<file path="config.mk">
export PLATFORM = sky130hd
export DESIGN_NAME = stable_priority_ready_queue
export DESIGN_NICKNAME = d
export VERILOG_FILES = /design/src/hw/rtl/spq_pkg.sv /design/src/hw/rtl/spq_ctrl.sv /design/src/hw/rtl/spq_datapath.sv /design/src/hw/rtl/stable_priority_ready_queue.sv
export SDC_FILE = /design/constraint.sdc
export NUM_CORES = 1
export LEC_CHECK = 0
export BUFFER_PORTS_ARGS = -buffer_cell sky130_fd_sc_hd__clkbuf_2
export CAP_MARGIN = 20
export CORE_MARGIN = 2
export CORE_UTILIZATION = 50
export DETAILED_ROUTE_END_ITERATION = 16
export PLACE_DENSITY = 0.73
export SYNTH_ARGS = -nofsm -noshare
export SYNTH_HDL_FRONTEND = slang
export SYNTH_HIERARCHICAL = 1
export SYNTH_SLANG_ARGS = --single-unit
</file>
<file path="constraint.sdc">
create_clock -name clock -period 4.8 [get_ports clock]
set_clock_uncertainty 0.2 [all_clocks]
set_input_delay 0.48 -clock clock [delete_from_list [all_inputs] [get_ports clock]]
set_output_delay 0.48 -clock clock [all_outputs]
set_load 0.01 [all_outputs]
</file>
<file path="src/hw/rtl/spq_pkg.sv">
`default_nettype none
// ----------------------------------------------------------------------------
// Stable priority ready queue package
// Shared constants, payload types, control types and the controller states.
// ----------------------------------------------------------------------------
package spq_pkg;

   localparam int DEFAULT_QUEUE_DEPTH = 16;
   localparam int PRIORITY_BITS       = 8;
   localparam int ID_BITS             = 8;
   localparam int COUNT_BITS          = 5;

   localparam logic [1:0] OP_ENQUEUE = 2'd0;
   localparam logic [1:0] OP_DEQUEUE = 2'd1;
   localparam logic [1:0] OP_REMOVE  = 2'd2;

   localparam logic [1:0] STATUS_OK        = 2'd0;
   localparam logic [1:0] STATUS_EMPTY     = 2'd1;
   localparam logic [1:0] STATUS_FULL      = 2'd2;
   localparam logic [1:0] STATUS_NOT_FOUND = 2'd3;

   typedef struct packed {
      logic [1:0]               opcode;
      logic [ID_BITS-1:0]       item_id;
      logic [PRIORITY_BITS-1:0] priority_req;
   } spq_req_type;

   typedef struct packed {
      logic [1:0]               status;
      logic [ID_BITS-1:0]       out_id;
      logic [PRIORITY_BITS-1:0] out_priority;
      logic [COUNT_BITS-1:0]    entry_count;
   } spq_rsp_type;

   typedef struct packed {
      logic [ID_BITS-1:0]       id;
      logic [PRIORITY_BITS-1:0] prio;
   } spq_entry_type;

   typedef struct packed {
      logic load;
      logic enq_step;
      logic enq_place;
      logic del_step;
      logic finish;
   } spq_cmd_type;

   typedef struct packed {
      logic [1:0] new_op;
      logic       empty;
      logic       full;
      logic       enq_done;
      logic       del_last;
   } spq_stat_type;

   typedef enum logic [2:0] {
      ST_IDLE,
      ST_ENQ,
      ST_PLACE,
      ST_DEL,
      ST_FINISH
   } spq_state_type;

endpackage
`default_nettype wire

</file>
<file path="src/hw/rtl/spq_ctrl.sv">
`default_nettype none
// ----------------------------------------------------------------------------
// Stable priority ready queue controller
// Sequences one request at a time through the slot walk and the result stage.
// ----------------------------------------------------------------------------
module spq_ctrl
   import spq_pkg::*;
(
   input  wire logic         clock,
   input  wire logic         reset,
   input  wire logic         req_valid,
   output logic              req_ready,
   output logic              rsp_valid,
   input  wire logic         rsp_ready,
   input  wire spq_stat_type stat,
   output spq_cmd_type       cmd
);

   spq_state_type state_ff, state_in;
   logic          rsp_valid_ff, rsp_valid_in;
   logic          rsp_free;

   assign rsp_free  = !rsp_valid_ff || rsp_ready;
   assign rsp_valid = rsp_valid_ff;

   always_comb begin
      state_in = state_ff;
      case (state_ff)
         ST_IDLE: begin
            if (req_valid) begin
               case (stat.new_op)
                  OP_ENQUEUE: begin
                     if (stat.full) begin
                        state_in = ST_FINISH;
                     end else if (stat.empty) begin
                        state_in = ST_PLACE;
                     end else begin
                        state_in = ST_ENQ;
                     end
                  end
                  OP_DEQUEUE, OP_REMOVE: begin
                     state_in = stat.empty ? ST_FINISH : ST_DEL;
                  end
                  default: begin
                     state_in = ST_FINISH;
                  end
               endcase
            end
         end
         ST_ENQ: begin
            if (stat.enq_done) begin
               state_in = ST_PLACE;
            end
         end
         ST_PLACE: begin
            state_in = ST_FINISH;
         end
         ST_DEL: begin
            if (stat.del_last) begin
               state_in = ST_FINISH;
            end
         end
         ST_FINISH: begin
            if (rsp_free) begin
               state_in = ST_IDLE;
            end
         end
         default: begin
            state_in = ST_IDLE;
         end
      endcase
   end

   always_comb begin
      req_ready     = 1'b0;
      cmd           = '0;
      case (state_ff)
         ST_IDLE: begin
            req_ready = 1'b1;
            cmd.load  = req_valid;
         end
         ST_ENQ: begin
            cmd.enq_step = 1'b1;
         end
         ST_PLACE: begin
            cmd.enq_place = 1'b1;
         end
         ST_DEL: begin
            cmd.del_step = 1'b1;
         end
         ST_FINISH: begin
            cmd.finish = rsp_free;
         end
         default: begin
            req_ready = 1'b0;
         end
      endcase
   end

   always_comb begin
      rsp_valid_in = rsp_valid_ff;
      if (cmd.finish) begin
         rsp_valid_in = 1'b1;
      end else if (rsp_ready) begin
         rsp_valid_in = 1'b0;
      end
   end

   always_ff @(posedge clock) begin
      if (reset) begin
         state_ff     <= ST_IDLE;
         rsp_valid_ff <= 1'b0;
      end else begin
         state_ff     <= state_in;
         rsp_valid_ff <= rsp_valid_in;
      end
   end

   // A finished result waits in place while the output register is still full.
   assert property (@(posedge clock) disable iff (reset)
      (state_ff == ST_FINISH && !rsp_free) |=> (state_ff == ST_FINISH && rsp_valid_ff))
      else $error("Result stage left while the output register was occupied.");

   // An accepted request keeps the block busy in the next cycle.
   assert property (@(posedge clock) disable iff (reset)
      cmd.load |=> !req_ready)
      else $error("Request taken while the previous one was still in progress.");

   // A result is only loaded when the output register can take it.
   assert property (@(posedge clock) disable iff (reset)
      cmd.finish |-> (!rsp_valid_ff || rsp_ready))
      else $error("Result overwritten before it was taken.");

endmodule
`default_nettype wire

</file>
<file path="src/hw/rtl/spq_datapath.sv">
`default_nettype none
// ----------------------------------------------------------------------------
// Stable priority ready queue datapath
// Slot memory, entry count, walk pointer, result and output registers.
// ----------------------------------------------------------------------------
module spq_datapath
   import spq_pkg::*;
#(
   parameter int QUEUE_DEPTH = DEFAULT_QUEUE_DEPTH
) (
   input  wire logic        clock,
   input  wire logic        reset,
   input  wire spq_req_type req_data,
   output spq_rsp_type      rsp_data,
   input  wire spq_cmd_type cmd,
   output spq_stat_type     stat
);

   localparam int AW = $clog2(QUEUE_DEPTH);
   localparam int CW = $clog2(QUEUE_DEPTH + 1);

   spq_entry_type            mem [QUEUE_DEPTH];
   spq_entry_type            rd_data_ff;
   spq_req_type              req_ff;
   logic [CW-1:0]            count_ff, count_in;
   logic [CW-1:0]            ptr_ff, ptr_in;
   logic                     found_ff, found_in;
   logic [1:0]               res_status_ff, res_status_in;
   logic [ID_BITS-1:0]       res_id_ff, res_id_in;
   logic [PRIORITY_BITS-1:0] res_prio_ff, res_prio_in;
   spq_rsp_type              rsp_ff;
   logic [CW-1:0]            rd_addr, wr_addr;
   spq_entry_type            wr_data;
   logic                     wr_en;
   logic                     enq_stop, del_match, del_last;
   logic [CW+COUNT_BITS-1:0] count_ext;

   assign enq_stop  = rd_data_ff.prio >= req_ff.priority_req;
   assign del_match = (req_ff.opcode == OP_DEQUEUE && ptr_ff == '0) ||
                      (req_ff.opcode == OP_REMOVE && rd_data_ff.id == req_ff.item_id);
   assign del_last  = ptr_ff == CW'(count_ff - 1'b1);
   assign count_ext = {{COUNT_BITS{1'b0}}, count_ff};

   assign stat.new_op   = req_data.opcode;
   assign stat.empty    = count_ff == '0;
   assign stat.full     = count_ff == CW'(QUEUE_DEPTH);
   assign stat.enq_done = enq_stop || ptr_ff == CW'(1);
   assign stat.del_last = del_last;

   always_comb begin
      rd_addr = '0;
      if (cmd.load) begin
         if (req_data.opcode == OP_ENQUEUE && count_ff != '0) begin
            rd_addr = CW'(count_ff - 1'b1);
         end
      end else if (cmd.enq_step) begin
         if (!enq_stop && ptr_ff >= CW'(2)) begin
            rd_addr = CW'(ptr_ff - 2'd2);
         end
      end else if (cmd.del_step) begin
         if (!del_last) begin
            rd_addr = CW'(ptr_ff + 1'b1);
         end
      end
   end

   always_comb begin
      wr_en   = 1'b0;
      wr_addr = ptr_ff;
      wr_data = rd_data_ff;
      if (cmd.enq_step && !enq_stop) begin
         wr_en = 1'b1;
      end else if (cmd.enq_place) begin
         wr_en   = 1'b1;
         wr_data = '{id: req_ff.item_id, prio: req_ff.priority_req};
      end else if (cmd.del_step && found_ff) begin
         wr_en   = 1'b1;
         wr_addr = CW'(ptr_ff - 1'b1);
      end
   end

   always_ff @(posedge clock) begin
      rd_data_ff <= mem[rd_addr[AW-1:0]];
      if (wr_en) begin
         mem[wr_addr[AW-1:0]] <= wr_data;
      end
   end

   always_comb begin
      count_in      = count_ff;
      ptr_in        = ptr_ff;
      found_in      = found_ff;
      res_status_in = res_status_ff;
      res_id_in     = res_id_ff;
      res_prio_in   = res_prio_ff;
      if (cmd.load) begin
         found_in    = 1'b0;
         res_id_in   = '0;
         res_prio_in = '0;
         ptr_in      = (req_data.opcode == OP_ENQUEUE) ? count_ff : '0;
         case (req_data.opcode)
            OP_ENQUEUE: begin
               res_status_in = stat.full ? STATUS_FULL : STATUS_OK;
            end
            OP_DEQUEUE: begin
               res_status_in = stat.empty ? STATUS_EMPTY : STATUS_OK;
            end
            OP_REMOVE: begin
               res_status_in = STATUS_NOT_FOUND;
            end
            default: begin
               res_status_in = STATUS_OK;
            end
         endcase
      end else if (cmd.enq_step) begin
         if (!enq_stop) begin
            ptr_in = CW'(ptr_ff - 1'b1);
         end
      end else if (cmd.enq_place) begin
         count_in      = CW'(count_ff + 1'b1);
         res_status_in = STATUS_OK;
         res_id_in     = req_ff.item_id;
         res_prio_in   = req_ff.priority_req;
      end else if (cmd.del_step) begin
         ptr_in = CW'(ptr_ff + 1'b1);
         if (!found_ff && del_match) begin
            found_in      = 1'b1;
            res_status_in = STATUS_OK;
            res_id_in     = rd_data_ff.id;
            res_prio_in   = rd_data_ff.prio;
         end
         if (del_last && (found_ff || del_match)) begin
            count_in = CW'(count_ff - 1'b1);
         end
      end
   end

   always_ff @(posedge clock) begin
      if (reset) begin
         count_ff <= '0;
         found_ff <= 1'b0;
         ptr_ff   <= '0;
      end else begin
         count_ff <= count_in;
         found_ff <= found_in;
         ptr_ff   <= ptr_in;
      end
   end

   always_ff @(posedge clock) begin
      res_status_ff <= res_status_in;
      res_id_ff     <= res_id_in;
      res_prio_ff   <= res_prio_in;
      if (cmd.load) begin
         req_ff <= req_data;
      end
      if (cmd.finish) begin
         rsp_ff.status       <= res_status_ff;
         rsp_ff.out_id       <= res_id_ff;
         rsp_ff.out_priority <= res_prio_ff;
         rsp_ff.entry_count  <= count_ext[COUNT_BITS-1:0];
      end
   end

   assign rsp_data = rsp_ff;

   // The entry count never passes the queue depth.
   assert property (@(posedge clock) disable iff (reset)
      count_ff <= CW'(QUEUE_DEPTH))
      else $error("Entry count exceeds the queue depth.");

   // Placing a new entry grows the queue by exactly one.
   assert property (@(posedge clock) disable iff (reset)
      cmd.enq_place |=> count_ff == CW'($past(count_ff) + 1'b1))
      else $error("Enqueue did not grow the count by one.");

   // Slot writes stay within the occupied range plus the slot being filled.
   assert property (@(posedge clock) disable iff (reset)
      wr_en |-> (wr_addr <= count_ff && wr_addr < CW'(QUEUE_DEPTH)))
      else $error("Slot write outside the occupied range.");

endmodule
`default_nettype wire

</file>
<file path="src/hw/rtl/stable_priority_ready_queue.sv">
`default_nettype none
// ----------------------------------------------------------------------------
// Stable priority ready queue
// Process ids kept in non-increasing priority order with equal priorities in
// arrival order; enqueue, dequeue of the head and removal of a given id.
// ----------------------------------------------------------------------------
// Operation: a request is accepted, walks the slot memory one entry per cycle,
// and its result is registered in the output register once the walk ends.
// Flow: one request at a time; the walk over the single-read, single-write
// slot memory sets the rate, and the next request waits for the result stage.
// A result that waits on rsp_ready holds the next request back by that wait.
// Reset clears the entry count and handshake state; slots are not cleared.
module stable_priority_ready_queue
   import spq_pkg::*;
#(
   parameter int QUEUE_DEPTH = DEFAULT_QUEUE_DEPTH
) (
   input  wire logic        clock,
   input  wire logic        reset,
   input  wire logic        req_valid,
   output logic             req_ready,
   input  wire spq_req_type req_data,
   output logic             rsp_valid,
   input  wire logic        rsp_ready,
   output spq_rsp_type      rsp_data
);

   spq_cmd_type  cmd;
   spq_stat_type stat;

   spq_ctrl u_ctrl (
      .clock     (clock),
      .reset     (reset),
      .req_valid (req_valid),
      .req_ready (req_ready),
      .rsp_valid (rsp_valid),
      .rsp_ready (rsp_ready),
      .stat      (stat),
      .cmd       (cmd)
   );

   spq_datapath #(
      .QUEUE_DEPTH (QUEUE_DEPTH)
   ) u_datapath (
      .clock    (clock),
      .reset    (reset),
      .req_data (req_data),
      .rsp_data (rsp_data),
      .cmd      (cmd),
      .stat     (stat)
   );

endmodule
`default_nettype wire

</file>
* Yosys cells after proc, flatten, opt, wreduce, memory -nomap -nowiden
Memories as Yosys holds them, arrays and structs flattened. A register that Yosys moved wholly into a read port is not among the register bits.
Cells that the tools add are included.
** Word-level totals
- Logic and storage cells :: 136
- Memory bits (writable) :: 256
- Input port bits :: 22
- Bits in latches :: 0
- Output and inout bits :: 25
- Register bits :: 74
- Memories kept :: 1
- ROM bits :: 0
** Memory list
- u_datapath.mem :: depth 16, width 16, read ports 1, clocked after memory_dff 1, wr ports 1, line spq_datapath.sv:22 : spq_entry_type mem [QUEUE_DEPTH];
** Operators by class
- Divide/modulo/power cells :: 0
- Muxes and demuxes :: 56
- Shift operators :: 0
- $add $sub $neg :: 5
- Reductions and logical operators :: 35
- Bitwise logic cells :: 3
- $lt $le $gt $ge :: 2
- Multipliers :: 0
- Equality and inequality tests :: 19
** Operators with widths (count)
- 8-bit two-way mux :: 6
- 5-bit two-way mux :: 9
- 4-bit two-way mux :: 9
- 16-bit two-way mux :: 2
- 3-bit two-way mux :: 6
- 3-bit one-hot mux with 5 select lines :: 1
- 1-bit two-way mux :: 14
- 2-bit two-way mux :: 7
- 4-bit AND reduction :: 3
- 5-bit by 1-bit adder with 5-bit output (second input constant) :: 2
- 5-bit zero test :: 2
- 5-bit by 1-bit subtractor with 5-bit output (second input constant) :: 2
- 3-bit AND reduction :: 3
- 3-bit nonzero test :: 3
- 8-bit equality test :: 1
- 8-bit >= comparator :: 1
- 1-bit logical AND :: 8
- 2-bit nonzero test :: 4
- 3-bit by 2-bit equality test with 1-bit output (second input constant) :: 2
- 2-bit != test (second input constant) :: 3
- 2-bit one-hot mux with 3 select lines :: 1
- 3-bit one-hot mux with 2 select lines :: 1
- 5-bit by 1-bit equality test with 1-bit output (second input constant) :: 1
- 5-bit equality test :: 1
- other kinds (17) :: 28

* Longest topological paths before layout
Gate-level depths: netlist of run 1.
- Depth in word-level cells :: 9
- Gate-level depth with buffers :: 15
- Depth with buffers taken out :: 10

* Hierarchy
Netlist of run 1, hierarchy kept.
** Modules (own cells, without submodules)
- spq_datapath :: cells each 1022, times used 1, seq. area each 9839.4 µm², area each 14570.2 µm²
- spq_ctrl :: cells each 46, times used 1, seq. area each 80.1 µm², area each 371.6 µm²

* Least setup slack after synthesis of run 1
OpenSTA, ideal clock, no wires.
- Path kind :: reg2reg
- Start :: reg u_ctrl.state_ff[2]
- End :: reg u_datapath/rd_data_ff[14] (netlist name)
- Path buffers :: 3
- Stages on the path, launching flop included :: 14
- Library setup time :: 0.127 ns
- Setup slack :: 0.962 ns
- Data arrival time :: 3.511 ns
- Period minus slack after synthesis :: 3.838 ns
- Required time :: 4.473 ns
- Cells stage by stage :: dfxtp_1 -> buf_4 -> nor3_2 -> and2_1 -> clkbuf_1 -> nand2b_1 -> nor2_2 -> nand2_1 -> o22ai_1 -> o31a_1 -> buf_2 -> a2111oi_0 -> a2111o_1 -> or3_1
** RTL lines
- start, declared :: line spq_ctrl.sv:19 : spq_state_type state_ff, state_in;
- start signal, assigned :: line spq_ctrl.sv:114 : state_ff <= state_in;

==> impl_metrics.yaml, run 1 <==
status:
  status: "finished, final reports clean"
job:
  drv_cap: 0
worst_setup_path:
  cp-start-kind: "flip-flop"
  path_depth: 11
  critical-path-top-delay-family: "simple AND/OR/NAND/NOR gates"
  required_ns: 4.99
  crit_buf_inv: 2
  cp_max_fo: 35
  cp_cell_sequence: "inv_1, ha_1, xnor2_1, nor3_2, and3_1, o32a_1, o21ai_4, buf_12, nand3_1, o22ai_1, or3_1"
  worstSetupEndpointType: "flip-flop"
  reg2reg_from: "u_datapath/count_ff[0]"
  crit_path_start: "u_datapath/count_ff[0]"
  max_stage_delay_ns: 0.58
  cp_data_arrival_time_ns: 4.43
  crit_slowest_cell: "dfxtp_1"
  critical_path_class: "reg -> reg"
  r2r_cells: 11
power:
  power_density_nw_per_um2: 418
  p_leak_uw: 0.00561
  irDropWorstVdd_v: 0.000443
yosys:
  synth-xor-area-share_pct: 1.66
  synth_compound_area_share_pct: 11.9
  synthAdderAreaFrac_pct: 1.59
  synthTopCellsByCount: "299 x edfxtp_1, 81 x mux2i_1, 67 x o21ai_0"
  ys.flop_type: "edfxtp_1"
  synth.area.top_cells: "edfxtp_1 60%, dfxtp_1 6.3%, mux2i_1 5.4%, a2111oi_0 2.8%, o21ai_0 2.2%"
  synth_top_area_share_pct: 60.1
  netlist_instances: 1068
  synth.mux.area_fraction_pct: 7.39
  syn-num-nets: 1109
  synth.most_common_cell: "edfxtp_1"
  syn_area_per_cell_sq_um: 14.0
  synth_edf_count: 299
  synth_warnings: 6
  synth_top_family_by_area: "compound AO/OA/AOI/OAI gates"
  ys_seq_elements: 346
  netlist_area_sq_um: 14900
  synth-simple-area-share_pct: 7.86
  ys_seq_area_share_pct: 66.4
  synth_cell_type_count: 72
  async_flop_share_pct: 0
  synth_area_leader_cell: "edfxtp_1"
timing:
  finalSetupTns_ns: 0
  maxSlewHeadroom_pct: 40.3
  setup_violations: 0
  rsz0062_at_grt: "no"
  finalMaxSlewViolations: 0
  hold_viol_final: 0
  fin_crit_sh_pct: 88.3
  fin_crit_ns: 4.24
  finalWorstSetupSlack_ns: 0.560
  worstMarginPinSlew_ns: 0.895
  fmax_mhz: 236
  whs_ns: 0.0475
clock_network:
  clock_latency_ns: 0.53
  cts_setup_buffers: 0
  clock_sinks: 346
  h-tree-depth: 2
  path_clk_slew_ns: 0.06
  tritoncts: "built"
  clock-root-buffer: "clkbuf_16"
  cts_inserted_buffers: 35
  clock_path_buffers: 3
placement:
  hpwl_microns: 21500
  numPortBuffers: 46
  place_congestion: 0.897
  dp_slack_ns: 0.623
  post-place-cells: 1471
  placed_area_sq_um: 15700
final_layout:
  diodes: 0
  instances_no_fill: 1550
  final_area_sq_um: 16900
  drive_gt1_share_pct: 16.8
  area_growth_pct: 13.4
  fin_nets: 1175
floorplanning:
  die_y_microns: 177
  core_region_area_sq_um: 29600
  start_util_pct: 50.5
  rows: 63
  dieArea_sq_um: 31300
  fp.dieW_microns: 177
  ios: 47
drt:
  wirelength_microns: 34300
  num_vias: 9411
  dr.pass1.iters: 5
  ant_nets: 0
  viasPerCell: 6.07
  routedWlPerCell_microns: 22.1
  drc_errors: 0
  drt-initial-drc-count: 871
worst_hold_path:
  hold_depth: 3
  min_path_type: "in -> reg"
  hold_path.startpoint: "req_valid"
global_route:
  antenna_found_initial: 0
  grt_overflow: 0
  grt_pass1_wl_microns: 53400
  grt_usage_pct: 22.3
  grt_pass1_vias: 9205
  grt_max_degree: 49
-- metrics by stage --
| stage | util, % | total power [uW] |
|---|---|---|
| after global placement | 53.1 | 4520 |
| after CTS | 57.3 | 7130 |
| after floorplan | - | 4230 |
| final | 57.3 | 7080 |
| after detailed placement | 53.1 | 4540 |
| after global routing | 57.3 | 7340 |
-- cell type report --
type	count	area (sq um)
fill	2309	12600
inverter	24	90.1
tap	390	488
timing repair buffer	108	786
sequential	346	9920
clock buffer	47	941
multi-input combinational	619	4560
clock inverter	16	154
-- worst register-to-register path: cells and delay by family, from the launching register on --
family	cells	cell delay, ns
buffers and inverters	2	0.41
adders and majority gates	1	0.40
AOI/OAI and AO/OA	3	0.70
DFF	1	0.58
and+or+nand+nor	4	1.65
xor gates and xnor gates	1	0.17
-- where the power goes --
part | internal (uW) | switching [uW]
registers | 3530 | 91.9
logic | 309 | 566
clock network | 1450 | 1130
-- flip-flops by register name (all words and copies together) (netlist names) --
signal	count
u_ctrl/state_ff	3
u_datapath/res_prio_ff	8
u_datapath/found_ff	1
u_datapath/rsp_data	23
u_datapath/res_id_ff	8
u_datapath/count_ff	5
u_datapath/rd_data_ff	16
u_datapath/mem	256
u_datapath/ptr_ff	5
u_ctrl/rsp_valid	1
u_datapath/res_status_ff	2
u_datapath/req_ff	18
-- logic make-up (layout without fill, tap and decap cells) --
logic type                 Yosys count  count (layout)
DFF                                346             346
AOI/OAI and AO/OA                  243             243
and+or+nand+nor                    225             225
muxes                              107             107
buffers and inverters              103             195
xor gates and xnor gates            25              25
adders and majority gates           19              19
-- final timing paths --
kind | slack [ns] | to
max reg2reg | 0.56 | u_datapath/rd_data_ff[0]
min reg2reg | 0.22 | u_datapath/rsp_data[22]
max | 0.56 | u_datapath/rd_data_ff[0]
min | 0.05 | u_ctrl/state_ff[2]
-- what timing repair did --
item,CTS,global route
hold buffers,16,0
endpoints found under the hold margin,16,0
endpoints found under the setup margin,0,0
resized for setup,0,0
-- routing by layer --
layer	global-route usage, %	wire length [microns]	vias up
met5	0	0	-
met4	9.92	1450	0
met3	3.31	2040	93
met2	36.4	16800	384
met1	29.7	14000	4620
li1	-	-	4314
-- placed cells by master (no fill, tap or decap), drive strengths merged, types with 10 or more instances in the layout --
master and n:
a2111o 16, a2111oi 49, a211oi 20, a21oi 15, buf 46, clkbuf 93, clkinv 10, dfxtp 47
dlygate4sd3 16, edfxtp 299, ha 19, inv 26, mux2 26, mux2i 81, nand2 34, nand3 59
nor2 57, nor3 15, o21ai 69, o22ai 34, or3 18, xnor2 17
Power figures use the tool's default switching activity.
==> inputs of run 2 (changes only) <==
--- a/config.mk
+++ b/config.mk
@@ -13,5 +13,4 @@
 export PLACE_DENSITY = 0.73
 export SYNTH_ARGS = -nofsm -noshare
 export SYNTH_HDL_FRONTEND = slang
-export SYNTH_HIERARCHICAL = 1
 export SYNTH_SLANG_ARGS = --single-unit
==> constraint.sdc (replaced) <==
create_clock -name clock -period 4.39 [get_ports clock]
set_clock_uncertainty 0.2 [all_clocks]
set_input_delay 0.439 -clock clock [delete_from_list [all_inputs] [get_ports clock]]
set_output_delay 0.439 -clock clock [all_outputs]
set_load 0.01 [all_outputs]
==> impl_metrics.yaml, run 2 <==
timing:
  fin_crit_sh_pct: 95.1
  fmax_mhz: 240
  rsz0062_at_grt: "no"
  worstMarginPinSlew_ns: 1.04
  finalMaxSlewViolations: 0
  hold_viol_final: 0
  finalSetupTns_ns: 0
  whs_ns: 0.0793
  setup_violations: 0
  maxSlewHeadroom_pct: 28.8
  fin_crit_ns: 4.17
status:
  status: "finished, final reports clean"
drt:
  ant_nets: 0
  dr.pass1.iters: 5
  num_vias: 9684
  wirelength_microns: 37000
  drc_errors: 0
  viasPerCell: 6.22
  drt-initial-drc-count: 1150
  routedWlPerCell_microns: 23.8
clock_network:
  tritoncts: "built"
  cts_setup_buffers: 0
  clock-root-buffer: "clkbuf_16"
  path_clk_slew_ns: 0.06
  clock_latency_ns: 0.52
  h-tree-depth: 2
  clock_path_buffers: 3
  clock_sinks: 346
  cts_inserted_buffers: 35
final_layout:
  drive_gt1_share_pct: 17.1
  layout.cells.most_common_list: "299 x edfxtp_1, 81 x mux2i_1, 61 x nand2_1"
  area_growth_pct: 14.9
  final_area_sq_um: 17100
  largest_register_ffs: 256
  diodes: 0
  final_common_cell: "edfxtp_1"
  fin_nets: 1181
floorplanning:
  die_y_microns: 177
  start_util_pct: 50.5
  fp.dieW_microns: 177
  dieArea_sq_um: 31200
  rows: 63
  core_region_area_sq_um: 29500
  ios: 47
yosys:
  syn-num-nets: 1094
  ys_seq_area_share_pct: 66.6
  synth_area_leader_cell: "edfxtp_1"
  synth_top_area_share_pct: 60.3
  netlist_area_sq_um: 14900
  ys.flop_type: "edfxtp_1"
  synthTopCellsByCount: "299 x edfxtp_1, 81 x mux2i_1, 61 x nand2_1"
  synth_edf_count: 299
  synth.most_common_cell: "edfxtp_1"
  synth_cell_type_count: 67
  async_flop_share_pct: 0
  ys_seq_elements: 346
  netlist_instances: 1052
  synth_warnings: 0
  syn_area_per_cell_sq_um: 14.2
  synth.area.top_cells: "edfxtp_1 60%, dfxtp_1 6.3%, mux2i_1 5.4%, a2111oi_0 2.8%, o31ai_1 2.6%"
worst_setup_path:
  cp_max_fo: 21
  cp-start-kind: "flip-flop"
  crit_buf_inv: 2
  cp_data_arrival_time_ns: 4.36
  critical_path_class: "reg -> reg"
  r2r_slack_ns: 0.22
  max_stage_delay_ns: 0.58
  cp_cell_sequence: "inv_1, ha_1, or3b_1, xor2_1, o41a_4, nor3_4, buf_4, mux2_2, a2111o_1, or3_1"
  required_ns: 4.57
  crit_slowest_cell: "or3b_1"
  worstSetupEndpointType: "flip-flop"
  critical-path-top-delay-family: "simple AND/OR/NAND/NOR gates"
job:
  drv_cap: 0
global_route:
  grt_overflow: 0
  grt_pass1_wl_microns: 57400
  grt_usage_pct: 24.3
  antenna_found_initial: 1
  grt_max_degree: 49
  grt_pass1_vias: 9505
power:
  power_density_nw_per_um2: 675
  p_leak_uw: 0.00644
  irDropWorstVdd_v: 0.000436
  total_power_uw: 11600
placement:
  place_congestion: 0.886
  hpwl_microns: 22600
  numPortBuffers: 46
  placed_area_sq_um: 15800
worst_hold_path:
  min_path_type: "in -> reg"
## run 2: worst paths after layout
path                           start                  endpoint  depth (start not counted)
max reg2reg   u_datapath.count_ff[1]  u_datapath.rd_data_ff[8]                         10
min                        rsp_ready          u_ctrl.rsp_valid                          4
min reg2reg  u_datapath.res_id_ff[6]   u_datapath.rsp_data[19]                          0
max           u_datapath.count_ff[1]  u_datapath.rd_data_ff[8]                         10
## run 2: layout make-up
| cell class | instances | area (sq um) |
|---|---|---|
| clock buffer | 50 | 1010 |
| clock inverter | 14 | 106 |
| fill | 2277 | 12400 |
| inverter | 20 | 75.1 |
| multi-input combinational | 608 | 4540 |
| sequential | 346 | 9920 |
| tap | 390 | 488 |
| timing repair buffer | 128 | 973 |
## run 2: stage by stage
| step | setup WS (ns) | util (%) | std cells |
|---|---|---|---|
| after floorplan | 0.634 | - | 1052 |
| after global placement | 0.325 | 53.6 | 1473 |
| after detailed placement | 0.196 | 53.6 | 1474 |
| after CTS | 0.168 | 58.1 | 1556 |
| after global routing | 0.0401 | 58.1 | 1556 |
| final | 0.216 | 58.1 | 1556 |
## run 2: worst register-to-register path: stages, from the launching register on
cell and delay, ns:
dfxtp_1 0.37, inv_1 0.08, ha_1 0.22, or3b_1 0.58, xor2_1 0.29, o41a_4 0.53
nor3_4 0.22, buf_4 0.35, mux2_2 0.39, a2111o_1 0.42, or3_1 0.40
## run 2: power by group
part           total (uW)  switching, uW  internal [uW]
logic                3810           2550           1260
registers            4870            268           4600
clock network        2880           1200           1680
## run 2: per-layer routing
| metal | part of all wire, % | wire length [microns] | up-vias | global-route usage, % |
|---|---|---|---|---|
| met2 | 47 | 17200 | 492 | 38.1 |
| met4 | 2.7 | 983 | 0 | 7.89 |
| li1 | - | - | 4351 | - |
| met1 | 43 | 15800 | 4773 | 34.9 |
| met5 | 0 | 0 | - | 0 |
| met3 | 8.1 | 3010 | 68 | 3.84 |
## run 2: cell families (layout without fill, tap and decap cells)
logic type / Yosys count / count (layout) / synth area share, %
flip-flops: 346 / 346 / 66.6
multiplexers: 97 / 97 / 6.65
AO/OA/AOI/OAI: 220 / 220 / 11.8
AND/OR/NAND/NOR: 237 / 237 / 8.11
buffers and inverters: 98 / 212 / 3.17
adder cells (fa/ha/maj): 20 / 20 / 1.68
XOR/XNOR: 34 / 34 / 2.05
## run 2: what timing repair did
item,CTS,global route
hold endpoints to repair,18,0
hold buffers,18,0
endpoints found under the setup margin,0,2
resized for setup,0,1
==> inputs of run 3 (changes only) <==
--- a/config.mk
+++ b/config.mk
@@ -10,7 +10,7 @@
 export CORE_MARGIN = 2
 export CORE_UTILIZATION = 50
 export DETAILED_ROUTE_END_ITERATION = 16
-export PLACE_DENSITY = 0.73
+export PLACE_DENSITY = 0.66
 export SYNTH_ARGS = -nofsm -noshare
 export SYNTH_HDL_FRONTEND = slang
 export SYNTH_SLANG_ARGS = --single-unit
==> impl_metrics.yaml, run 3 (same netlist as run 2, synthesis figures left out) <==
clock_network:
  path_clk_slew_ns: 0.06
  clock-root-buffer: "clkbuf_16"
  clock_sinks: 346
  clock_path_buffers: 3
  h-tree-depth: 2
  cts_resized: 0
  clock_latency_ns: 0.52
  tritoncts: "built"
  cts_inserted_buffers: 35
global_route:
  grt_max_degree: 49
  grt_pass1_wl_microns: 57700
  grt_pass1_vias: 9326
  grt_overflow: 0
  grt_usage_pct: 24.6
  antenna_found_initial: 0
final_layout:
  layout.cells.most_common_list: "299 x edfxtp_1, 81 x mux2i_1, 61 x nand2_1"
  drive_gt1_share_pct: 18.0
  largest_register_ffs: 256
  area_growth_pct: 15.7
  diodes: 0
  fin_nets: 1188
  final_common_cell: "edfxtp_1"
placement:
  dp_slack_ns: 0.444
  numPortBuffers: 46
  hpwl_microns: 23200
  place_congestion: 0.873
floorplanning:
  dieArea_sq_um: 31200
  rows: 63
  fp.dieW_microns: 177
  core_region_area_sq_um: 29500
  ios: 47
  start_util_pct: 50.5
  die_y_microns: 177
worst_setup_path:
  critical-path-top-delay-family: "compound AO/OA/AOI/OAI gates"
  worstSetupEndpointType: "flip-flop"
  cp_data_arrival_time_ns: 4.22
  reg2reg_from: "u_datapath.count_ff[1]"
  crit_buf_inv: 3
  cp_max_fo: 18
  cp_cell_sequence: "inv_1, ha_1, or3b_1, xor2_1, o41ai_2, o221ai_2, buf_4, a2111oi_0, buf_4, a2111o_1, or3_1"
  crit_path_frequent_cell: "buf_4"
  required_ns: 4.59
  critical_path_class: "reg -> reg"
  max_stage_delay_ns: 0.81
  cp-start-kind: "flip-flop"
  crit_slowest_cell: "o221ai_2"
  crit_path_start: "u_datapath.count_ff[1]"
status:
  status: "finished, final reports clean"
timing:
  worstMarginPinSlew_ns: 1.04
  maxSlewHeadroom_pct: 30.5
  hold_viol_final: 0
  finalSetupTns_ns: 0
  rsz0062_at_grt: "no"
  finalWorstSetupSlack_ns: 0.369
  setup_violations: 0
  finalMaxSlewViolations: 0
  fin_crit_sh_pct: 91.6
  fmax_mhz: 249
  fin_crit_ns: 4.02
  whs_ns: 0.0816
drt:
  ant_nets: 0
  drt-initial-drc-count: 1229
  drc_errors: 0
  wirelength_microns: 38100
  routedWlPerCell_microns: 24.3
  viasPerCell: 6.16
  num_vias: 9627
  dr.pass1.iters: 5
worst_hold_path:
  hold_path.startpoint: "rsp_ready"
  min_path_type: "in -> reg"
power:
  irDropWorstVdd_v: 0.000377
  power_density_nw_per_um2: 676
  p_leak_uw: 0.00652
  total_power_uw: 11700
job:
  drv_cap: 0
-- run 3: path summary, 6_finish.rpt --
path | end | slack, ns | depth (start not counted)
setup / recovery | u_datapath.rd_data_ff[5] | 0.37 | 11
hold / removal | u_ctrl.rsp_valid | 0.08 | 4
setup reg to reg | u_datapath.rd_data_ff[5] | 0.37 | 11
hold reg to reg | u_datapath.rsp_data[22] | 0.22 | 0
-- run 3: tightest hold or removal path, cell delays in order --
cell	delay, ns
clkbuf_2	0.08
nor2b_1	0.07
a21oi_1	0.12
nor2_1	0.05
-- run 3: stage by stage --
| step | instances | utilization, % | cell area, sq um |
|---|---|---|---|
| after global routing | 1563 | 58.5 | 17200 |
| after floorplan | 1052 | - | 14900 |
| after global placement | 1480 | 54.0 | 15900 |
| after CTS | 1562 | 58.5 | 17200 |
| after detailed placement | 1480 | 54.0 | 15900 |
| final | 1563 | 58.5 | 17200 |
-- run 3: timing repair --
item,in CTS,in global routing
buffers inserted,0,0
endpoints found under the hold margin,18,0
hold buffers,18,0
endpoints found under the setup margin,0,0
-- run 3: per-layer routing --
metal / vias up / GRT usage [%] / wire (microns)
li1: 4369 / - / -
met1: 4761 / 36.1 / 16900
met2: 429 / 36.4 / 17000
met3: 68 / 5.37 / 3070
met4: 0 / 8.47 / 1110
met5: - / 0 / 0
-- run 3: final cells by class --
cell class / count / area, sq um
Clock buffer: 55 / 1080
Sequential cell: 346 / 9920
Clock inverter: 9 / 62.6
Multi-Input combinational cell: 608 / 4540
Inverter: 20 / 75.1
Tap cell: 390 / 488
Fill cell: 2326 / 12200
Timing Repair Buffer: 135 / 1080
-- run 3: where the power goes --
| part | switching (uW) | internal [uW] |
|---|---|---|
| clock | 1220 | 1710 |
| sequential | 265 | 4590 |
| combinational | 2550 | 1330 |
